File: config.mk
export PLATFORM = sky130hd
export DESIGN_NAME = sensor_frame_checker_core
export DESIGN_NICKNAME = d
export VERILOG_FILES = /design/src/design/sfc_pkg.sv /design/src/design/sfc_front.sv /design/src/design/sfc_queue.sv /design/src/design/sfc_back.sv /design/src/design/sensor_frame_checker_core.sv
export SDC_FILE = /design/constraint.sdc
export NUM_CORES = 1
export LEC_CHECK = 0
export ABC_AREA = 0
export BUFFER_PORTS_ARGS = -buffer_cell sky130_fd_sc_hd__buf_4
export CAP_MARGIN = 20
export CORE_MARGIN = 4
export CORE_UTILIZATION = 40
export DETAILED_ROUTE_END_ITERATION = 8
export PLACE_DENSITY = 0.68
export SLEW_MARGIN = 30
export SYNTH_ARGS = -nofsm -noshare
export SYNTH_HDL_FRONTEND = slang
export SYNTH_SLANG_ARGS = --single-unit
File: constraint.sdc
create_clock -name clk -period 2.7 [get_ports clk]
set_input_delay 0.405 -clock clk [delete_from_list [all_inputs] [get_ports clk]]
set_output_delay 0.405 -clock clk [all_outputs]
set_load 0.01 [all_outputs]
File: src/design/sfc_pkg.sv
package sfc_pkg;

    localparam logic [7:0] START_A     = 8'h42;
    localparam logic [7:0] START_B     = 8'h4d;
    localparam logic [7:0] LEN_MEASURE = 8'd28;
    localparam logic [7:0] LEN_COMMAND = 8'd4;

    localparam int NUM_WORDS = 13;
    localparam logic [3:0] LAST_WORD = 4'(NUM_WORDS - 1);

    // payload bytes per frame: length minus the two checksum bytes
    localparam logic [4:0] PAYLOAD_MEASURE = 5'(LEN_MEASURE - 8'd2);
    localparam logic [4:0] PAYLOAD_COMMAND = 5'(LEN_COMMAND - 8'd2);

    localparam int QUEUE_DEPTH = 4;
    localparam int QUEUE_PTR_W = $clog2(QUEUE_DEPTH);
    localparam int QUEUE_CNT_W = $clog2(QUEUE_DEPTH + 1);

    localparam logic [1:0] STATUS_MEASURE = 2'd0;
    localparam logic [1:0] STATUS_COMMAND = 2'd1;
    localparam logic [1:0] STATUS_BAD_SUM = 2'd2;
    localparam logic [1:0] STATUS_BAD_LEN = 2'd3;

    typedef enum logic [2:0] {
        OP_WRITE   = 3'd0,
        OP_MEASURE = 3'd1,
        OP_COMMAND = 3'd2,
        OP_BAD_SUM = 3'd3,
        OP_BAD_LEN = 3'd4
    } op_t;

    typedef struct packed {
        op_t         op;
        logic [3:0]  index;
        logic [15:0] value;
    } entry_t;

    typedef struct packed {
        logic full;
        logic empty;
    } queue_status_t;

endpackage

File: src/design/sfc_front.sv
module sfc_front
    import sfc_pkg::*;
(
    input  logic          clk,
    input  logic          rst_n,
    input  logic          rx_valid,
    output logic          rx_stall,
    input  logic [7:0]    rx_byte,
    input  queue_status_t q_status,
    output logic          push,
    output entry_t        push_entry
);

    typedef enum logic [6:0] {
        PH_HUNT_A   = 7'b0000001,
        PH_HUNT_B   = 7'b0000010,
        PH_SKIP     = 7'b0000100,
        PH_LENGTH   = 7'b0001000,
        PH_PAYLOAD  = 7'b0010000,
        PH_SUM_HIGH = 7'b0100000,
        PH_SUM_LOW  = 7'b1000000
    } phase_t;

    phase_t      phase_reg, phase_next;
    logic [4:0]  pos_reg, pos_next;
    logic        measure_reg, measure_next;
    logic [15:0] sum_reg, sum_next;
    logic [7:0]  high_reg, high_next;

    logic        accept;
    logic [15:0] sum_add;
    logic [4:0]  pos_inc;
    logic [4:0]  payload_len;

    // each byte pushes at most one entry, so a free slot is enough
    assign rx_stall = q_status.full;
    assign accept   = rx_valid && !rx_stall;

    assign sum_add     = sum_reg + {8'd0, rx_byte};
    assign pos_inc     = pos_reg + 5'd1;
    assign payload_len = measure_reg ? PAYLOAD_MEASURE : PAYLOAD_COMMAND;

    always_comb
    begin
        phase_next   = phase_reg;
        pos_next     = pos_reg;
        measure_next = measure_reg;
        sum_next     = sum_reg;
        high_next    = high_reg;
        push         = 1'b0;
        push_entry   = '{op: OP_WRITE, index: 4'd0, value: 16'd0};
        if (accept)
        begin
            case (phase_reg)
                PH_HUNT_A:
                begin
                    if (rx_byte == START_A)
                    begin
                        sum_next   = {8'd0, rx_byte};
                        phase_next = PH_HUNT_B;
                    end
                end
                PH_HUNT_B:
                begin
                    if (rx_byte == START_B)
                    begin
                        sum_next   = sum_add;
                        phase_next = PH_SKIP;
                    end
                    else if (rx_byte == START_A)
                    begin
                        sum_next = {8'd0, rx_byte};
                    end
                    else
                    begin
                        phase_next = PH_HUNT_A;
                    end
                end
                PH_SKIP:
                begin
                    phase_next = PH_LENGTH;
                end
                PH_LENGTH:
                begin
                    if (rx_byte != LEN_MEASURE && rx_byte != LEN_COMMAND)
                    begin
                        phase_next    = PH_HUNT_A;
                        push          = 1'b1;
                        push_entry.op = OP_BAD_LEN;
                    end
                    else
                    begin
                        measure_next = (rx_byte == LEN_MEASURE);
                        sum_next     = sum_add;
                        pos_next     = 5'd0;
                        phase_next   = PH_PAYLOAD;
                    end
                end
                PH_PAYLOAD:
                begin
                    sum_next = sum_add;
                    if (!pos_reg[0])
                    begin
                        high_next = rx_byte;
                    end
                    else
                    begin
                        push       = 1'b1;
                        push_entry = '{op: OP_WRITE, index: pos_reg[4:1],
                                       value: {high_reg, rx_byte}};
                    end
                    pos_next = pos_inc;
                    if (pos_inc >= payload_len)
                    begin
                        phase_next = PH_SUM_HIGH;
                    end
                end
                PH_SUM_HIGH:
                begin
                    high_next  = rx_byte;
                    phase_next = PH_SUM_LOW;
                end
                PH_SUM_LOW:
                begin
                    phase_next = PH_HUNT_A;
                    push       = 1'b1;
                    if ({high_reg, rx_byte} != sum_reg)
                    begin
                        push_entry.op = OP_BAD_SUM;
                    end
                    else if (measure_reg)
                    begin
                        push_entry.op = OP_MEASURE;
                    end
                    else
                    begin
                        push_entry.op = OP_COMMAND;
                    end
                end
                default:
                begin
                    phase_next = PH_HUNT_A;
                end
            endcase
        end
    end

    always_ff @(posedge clk or negedge rst_n)
    begin
        if (!rst_n)
        begin
            phase_reg   <= PH_HUNT_A;
            pos_reg     <= 5'd0;
            measure_reg <= 1'b0;
            sum_reg     <= 16'd0;
            high_reg    <= 8'd0;
        end
        else
        begin
            phase_reg   <= phase_next;
            pos_reg     <= pos_next;
            measure_reg <= measure_next;
            sum_reg     <= sum_next;
            high_reg    <= high_next;
        end
    end

`ifndef NO_ASSERTIONS
    a_frame_end_rehunt: assert property (@(posedge clk) disable iff (!rst_n)
        (accept && phase_reg == PH_SUM_LOW) |=> phase_reg == PH_HUNT_A)
        else $error("parser did not return to hunting after a frame");
    a_payload_in_range: assert property (@(posedge clk) disable iff (!rst_n)
        (phase_reg == PH_PAYLOAD) |-> pos_reg < payload_len)
        else $error("payload position ran past the frame");
`endif

endmodule

File: src/design/sfc_queue.sv
module sfc_queue
    import sfc_pkg::*;
(
    input  logic          clk,
    input  logic          rst_n,
    input  logic          push,
    input  entry_t        push_entry,
    input  logic          pop,
    output entry_t        head,
    output queue_status_t q_status
);

    entry_t                 slot_reg [QUEUE_DEPTH];
    logic [QUEUE_PTR_W-1:0] wr_ptr_reg, rd_ptr_reg;
    logic [QUEUE_CNT_W-1:0] count_reg;

    logic do_push;
    logic do_pop;

    assign q_status.full  = (count_reg == QUEUE_CNT_W'(QUEUE_DEPTH));
    assign q_status.empty = (count_reg == '0);
    assign head           = slot_reg[rd_ptr_reg];

    assign do_push = push && !q_status.full;
    assign do_pop  = pop && !q_status.empty;

    always_ff @(posedge clk)
    begin
        if (do_push)
        begin
            slot_reg[wr_ptr_reg] <= push_entry;
        end
    end

    always_ff @(posedge clk or negedge rst_n)
    begin
        if (!rst_n)
        begin
            wr_ptr_reg <= '0;
            rd_ptr_reg <= '0;
            count_reg  <= '0;
        end
        else
        begin
            if (do_push)
            begin
                wr_ptr_reg <= (wr_ptr_reg == QUEUE_PTR_W'(QUEUE_DEPTH - 1)) ?
                              '0 : wr_ptr_reg + QUEUE_PTR_W'(1);
            end
            if (do_pop)
            begin
                rd_ptr_reg <= (rd_ptr_reg == QUEUE_PTR_W'(QUEUE_DEPTH - 1)) ?
                              '0 : rd_ptr_reg + QUEUE_PTR_W'(1);
            end
            case ({do_push, do_pop})
                2'b10:   count_reg <= count_reg + QUEUE_CNT_W'(1);
                2'b01:   count_reg <= count_reg - QUEUE_CNT_W'(1);
                default: count_reg <= count_reg;
            endcase
        end
    end

`ifndef NO_ASSERTIONS
    a_no_push_when_full: assert property (@(posedge clk) disable iff (!rst_n)
        q_status.full |-> !push)
        else $error("entry pushed into a full queue");
`endif

endmodule

File: src/design/sfc_back.sv
module sfc_back
    import sfc_pkg::*;
(
    input  logic          clk,
    input  logic          rst_n,
    input  entry_t        head,
    input  queue_status_t q_status,
    output logic          pop,
    output logic          res_valid,
    input  logic          res_stall,
    output logic [1:0]    status,
    output logic [3:0]    word_index,
    output logic [15:0]   word_value,
    output logic          last
);

    typedef enum logic [2:0] {
        B_IDLE = 3'b001,
        B_READ = 3'b010,
        B_SHOW = 3'b100
    } back_state_t;

    back_state_t state_reg, state_next;
    op_t         op_reg, op_next;
    logic [3:0]  idx_reg, idx_next;
    logic [15:0] rd_data_reg;
    logic [15:0] word_mem [NUM_WORDS];

    logic        out_valid_reg;
    logic [1:0]  out_status_reg;
    logic [3:0]  out_index_reg;
    logic [15:0] out_value_reg;
    logic        out_last_reg;

    logic        out_free;
    logic        load;
    logic [1:0]  cur_status;
    logic        cur_error;
    logic        cur_last;

    assign out_free = !out_valid_reg || !res_stall;
    assign pop      = (state_reg == B_IDLE) && !q_status.empty;
    assign load     = (state_reg == B_SHOW) && out_free;

    always_comb
    begin
        case (op_reg)
            OP_MEASURE: cur_status = STATUS_MEASURE;
            OP_COMMAND: cur_status = STATUS_COMMAND;
            OP_BAD_SUM: cur_status = STATUS_BAD_SUM;
            default:    cur_status = STATUS_BAD_LEN;
        endcase
    end

    assign cur_error = (op_reg == OP_BAD_SUM) || (op_reg == OP_BAD_LEN);
    assign cur_last  = (op_reg != OP_MEASURE) || (idx_reg == LAST_WORD);

    always_comb
    begin
        state_next = state_reg;
        op_next    = op_reg;
        idx_next   = idx_reg;
        case (state_reg)
            B_IDLE:
            begin
                if (pop && head.op != OP_WRITE)
                begin
                    op_next  = head.op;
                    idx_next = 4'd0;
                    if (head.op == OP_MEASURE || head.op == OP_COMMAND)
                    begin
                        state_next = B_READ;
                    end
                    else
                    begin
                        state_next = B_SHOW;
                    end
                end
            end
            B_READ:
            begin
                state_next = B_SHOW;
            end
            B_SHOW:
            begin
                if (out_free)
                begin
                    if (cur_last)
                    begin
                        state_next = B_IDLE;
                    end
                    else
                    begin
                        idx_next   = idx_reg + 4'd1;
                        state_next = B_READ;
                    end
                end
            end
            default:
            begin
                state_next = B_IDLE;
            end
        endcase
    end

    // word writes come through the queue, so they never overtake an emit
    always_ff @(posedge clk)
    begin
        if (pop && head.op == OP_WRITE)
        begin
            word_mem[head.index] <= head.value;
        end
        if (state_reg == B_READ)
        begin
            rd_data_reg <= word_mem[idx_reg];
        end
    end

    always_ff @(posedge clk or negedge rst_n)
    begin
        if (!rst_n)
        begin
            state_reg     <= B_IDLE;
            op_reg        <= OP_WRITE;
            idx_reg       <= 4'd0;
            out_valid_reg <= 1'b0;
        end
        else
        begin
            state_reg <= state_next;
            op_reg    <= op_next;
            idx_reg   <= idx_next;
            if (load)
            begin
                out_valid_reg <= 1'b1;
            end
            else if (!res_stall)
            begin
                out_valid_reg <= 1'b0;
            end
        end
    end

    always_ff @(posedge clk)
    begin
        if (load)
        begin
            out_status_reg <= cur_status;
            out_index_reg  <= idx_reg;
            out_value_reg  <= cur_error ? 16'd0 : rd_data_reg;
            out_last_reg   <= cur_last;
        end
    end

    assign res_valid  = out_valid_reg;
    assign status     = out_status_reg;
    assign word_index = out_index_reg;
    assign word_value = out_value_reg;
    assign last       = out_last_reg;

`ifndef NO_ASSERTIONS
    a_error_value_zero: assert property (@(posedge clk) disable iff (!rst_n)
        (res_valid && (status == STATUS_BAD_SUM || status == STATUS_BAD_LEN))
        |-> (word_value == 16'd0 && word_index == 4'd0 && last))
        else $error("error result carries a word");
    a_index_in_range: assert property (@(posedge clk) disable iff (!rst_n)
        (state_reg != B_IDLE) |-> idx_reg <= LAST_WORD)
        else $error("word index ran past the store");
    a_no_pop_while_busy: assert property (@(posedge clk) disable iff (!rst_n)
        (state_reg != B_IDLE) |-> !pop)
        else $error("queue popped during emission");
`endif

endmodule

File: src/design/sensor_frame_checker_core.sv
// Frame checker for a sensor serial line. Feed one received byte per item on
// rx_*; results come out on res_* with status, word_index, word_value and last.
// A byte is taken while the four-entry queue between the parser and the result
// engine has room; rx_stall rises only when that queue is full. The result
// engine pops one queue entry per cycle while idle, and pops none while it
// emits a frame's results. A good measurement frame yields 13 results, each
// read from the word store and then loaded into the output register, which
// res_stall holds; a command response and an error result yield one result
// each. Results of a frame appear after its last checksum byte, with last set
// on the final one.
module sensor_frame_checker_core
    import sfc_pkg::*;
(
    input  logic        clk,
    input  logic        rst_n,
    input  logic        rx_valid,
    output logic        rx_stall,
    input  logic [7:0]  rx_byte,
    output logic        res_valid,
    input  logic        res_stall,
    output logic [1:0]  status,
    output logic [3:0]  word_index,
    output logic [15:0] word_value,
    output logic        last
);

    queue_status_t q_status;
    logic          push;
    entry_t        push_entry;
    logic          pop;
    entry_t        head;

    sfc_front u_front (
        .clk        (clk),
        .rst_n      (rst_n),
        .rx_valid   (rx_valid),
        .rx_stall   (rx_stall),
        .rx_byte    (rx_byte),
        .q_status   (q_status),
        .push       (push),
        .push_entry (push_entry)
    );

    sfc_queue u_queue (
        .clk        (clk),
        .rst_n      (rst_n),
        .push       (push),
        .push_entry (push_entry),
        .pop        (pop),
        .head       (head),
        .q_status   (q_status)
    );

    sfc_back u_back (
        .clk        (clk),
        .rst_n      (rst_n),
        .head       (head),
        .q_status   (q_status),
        .pop        (pop),
        .res_valid  (res_valid),
        .res_stall  (res_stall),
        .status     (status),
        .word_index (word_index),
        .word_value (word_value),
        .last       (last)
    );

endmodule
==> out/metrics.csv <==
stage,metric,value,unit
outcome,outcome,"complete, no violations",
yosys,syn_nets,917,
setup_path,r2r-start,u_queue.rd_ptr_reg[0]$_DFFE_PN0P_,
yosys,yosys.area.top_type,edfxtp_1,
cts,path_clk_slew,0.06,ns
floorplan,core_area,0.0399,mm^2
global_routing,grt_antenna_before_repair,0,
setup_path,worstSetupPathType,flip-flop to flip-flop,
setup_path,worstPathRequired,2.93,ns
sta,finClkSkew,0.0218,ns
layout,nFillCells,3289,
yosys,synth_common_cells,"edfxtp_1 (339), mux4_2 (87), dfrtp_1 (53)",
power,power_leakage,0.00613,uW
setup_path,cp_num_buf_inv,1,
floorplan,io-pin-count,37,
global_routing,grt_max_degree,56,
setup_path,slowest_delay,0.59,ns
yosys,syn_area,0.0162,mm^2
sta,fmax,403,MHz
setup_path,start_kind,flip-flop,
floorplan,num_rows,73,
yosys,postSynth.asyncResetShare,14.0,%
route,postRouteAntennaNets,0,
run,drv_cap,0,
yosys,yosysWarnings,0,
global_routing,grt.total_usage,14.0,%
placed_design,place_congestion,0.827,
layout,drive_above_1_share,26.8,%
sta,setup_ws,0.221,ns
cts,cts_htree_levels,2,
cts,clk_path_buf_depth,3,
setup_path,cp-end-kind,flip-flop,
global_routing,overflow,0,
placed_design,placedCellCount,1462,
yosys,synth.distinct_cells,64,
global_routing,grt_pass1_vias,8455,
yosys,avgSynthCellArea,18.3,um^2
route,wl_per_cell,19.8,um
placed_design,io_buffers,36,
route,drtPass1Iterations,5,
floorplan,die-area,0.0438,mm^2
setup_path,path_delay_family,simple AND/OR/NAND/NOR gates,
sta,drv_slew,0,
layout,largest_reg_flops,208,
setup_path,crit_path_cell_trace,mux4_2 > or3_1 > nor3_2 > nand2b_1 > nor2_2 > buf_12,
layout,fin_nets,1014,
sta,setup_viol,0,
cts,numCtsBuffers,40,
placed_design,pre_cts_slack,-0.0497,ns
sta,hold_viol_final,0,
sta,tns,0,ns
layout,area_growth,16.5,%
layout,fin_area,0.0189,mm^2
placed_design,placed_cell_area,0.0177,mm^2
yosys,synth.top_cell.area_share,62.8,%
min_path,min-delay-start,rx_byte[5],
power,powerDensity,801,mW/mm^2
yosys,seq_area_frac_synth,71.3,%
layout,finalNonFillerCells,1535,
sta,rsz0062_at_grt,false,
floorplan,die_h,209,um
route,drt_iter0_markers,556,
placed_design,dpl.hpwl,19.9,mm
sta,slew_headroom,46.2,%
yosys,synth_ff_type,edfxtp_1,
cts,cts_sinks,394,
setup_path,crit_path_start,u_queue.rd_ptr_reg[0]$_DFFE_PN0P_,
sta,fin_crit_sh,91.8,%
setup_path,worst-endpoint-arrival,2.71,ns
yosys,synthTopCellsByArea,"edfxtp_1 (63%), mux4_2 (12%), dfrtp_1 (8.2%)",
cts,cts-root-buf,clkbuf_16,
power,power.total,15100,uW
sta,worst_pin_slew,0.799,ns
sta,period_minus_slack,2.48,ns
yosys,syn_inst,883,
setup_path,crit_fanout,16,
floorplan,initial_core_util,40.6,%
route,drc,0,
route,routed_wirelength,30.3,mm
global_routing,grt_first_pass_wirelength,48.8,mm
yosys,synth_edf_count,339,
route,via_count,8211,
cts,cts_tree,yes,
setup_path,cpMaxStageDelayCell,mux4_2,
min_path,hp-class,input pin to flip-flop,
power,ir_drop,0.422,mV
route,vias_per_cell,5.35,
floorplan,die_w,209,um
yosys,yosysMostFrequentCell,edfxtp_1,
yosys,ys_seq_elements,394,
cts,clk_latency,0.54,ns
layout,n_antenna_cell,0,
## routing by layer
layer  up-vias  part of all wire (%)  global-route usage, %
li1       3752                     -                      -
met1      4226                    44                   19.9
met2       189                    50                   23.4
met3        44                   4.4                   2.11
met4         0                   1.8                   2.99
met5         -                     0                      0
## worst paths after layout
| kind | end | slack, ns | depth (start not counted) |
|---|---|---|---|
| max | u_back.word_mem[4][15]$_DFFE_PP_ | 0.22 | 6 |
| min | u_front.high_reg[5]$_DFFE_PN0P_ | 0.17 | 2 |
| max reg2reg | u_back.word_mem[4][15]$_DFFE_PP_ | 0.22 | 6 |
| min reg2reg | u_back.state_reg[1]$_DFFE_PN0P_ | 0.50 | 1 |
| max in group asynchronous | u_back.idx_reg[0]$_DFFE_PN0P_ | 1.67 | 2 |
| min in group asynchronous | u_front.phase_reg[3]$_DFFE_PN0P_ | 0.48 | 2 |
## final cells by class
class                      count  area, um^2  share of cell area, %
tap                          525         657                   3.48
clock buffer                  53        1050                   5.56
inverter                      21        78.8                  0.418
multi-input combinational    436        4470                   23.7
sequential                   394       11600                   61.3
timing repair buffer          87         906                   4.80
clock inverter                19         141                  0.749
## cells in the final DEF, fill, tap and decap left out, types with 4 or more instances in the layout
| cell type | n |
|---|---|
| or4_1 | 5 |
| o21ai_0 | 12 |
| buf_4 | 66 |
| edfxtp_1 | 339 |
| xnor2_1 | 15 |
| a22o_1 | 9 |
| nand2b_1 | 17 |
| clkinv_2 | 5 |
| buf_12 | 20 |
| mux4_2 | 87 |
| mux2_2 | 16 |
| nor2_2 | 8 |
| a2bb2oi_1 | 4 |
| o211ai_1 | 7 |
| clkbuf_16 | 40 |
| a21oi_1 | 23 |
| nand4_1 | 6 |
| and3_1 | 23 |
| clkinv_1 | 10 |
| xor2_1 | 11 |
| or2_2 | 5 |
| a31oi_1 | 6 |
| clkbuf_1 | 13 |
| inv_1 | 20 |
| a21o_1 | 5 |
| nor3_1 | 8 |
| nor2_1 | 29 |
| dfrtp_1 | 51 |
| ha_1 | 20 |
| nor4_1 | 11 |
| nand3_1 | 7 |
| and2_1 | 20 |
| nand2_1 | 26 |
## power by group
group          total [uW]  switching [uW]  leakage (uW)  internal (uW)
registers            7370             278       0.00360           7090
logic                2710            1410       0.00195           1300
clock network        5040            2190      0.000577           2850
## through the flow
stage,utilization (%),hold WS [ns]
global placement,44.2,0.483
detailed placement,44.2,0.484
CTS,47.2,0.153
finish,47.3,0.171
global route,47.3,0.161
floorplan,-,0.109
## cells by family (layout without fill, tap and decap cells)
logic type               count (synthesis)  after routing  share of synthesized area, %
AO/OA/AOI/OAI                           83             83                          3.44
XOR/XNOR                                26             26                          1.41
adder cells (fa/ha/maj)                 22             22                          1.79
buffers and inverters                   53            180                          1.27
flip-flops                             394            394                          71.3
multiplexers                           107            107                          13.5
AND/OR/NAND/NOR                        198            198                          7.30
## what timing repair did
item	CTS	global route
endpoints found under the setup margin	0	106
gates resized for setup	0	2
endpoints found under the hold margin	53	0
hold buffers	1	0
buffers inserted	0	0
Power figures use the tool's default switching activity.
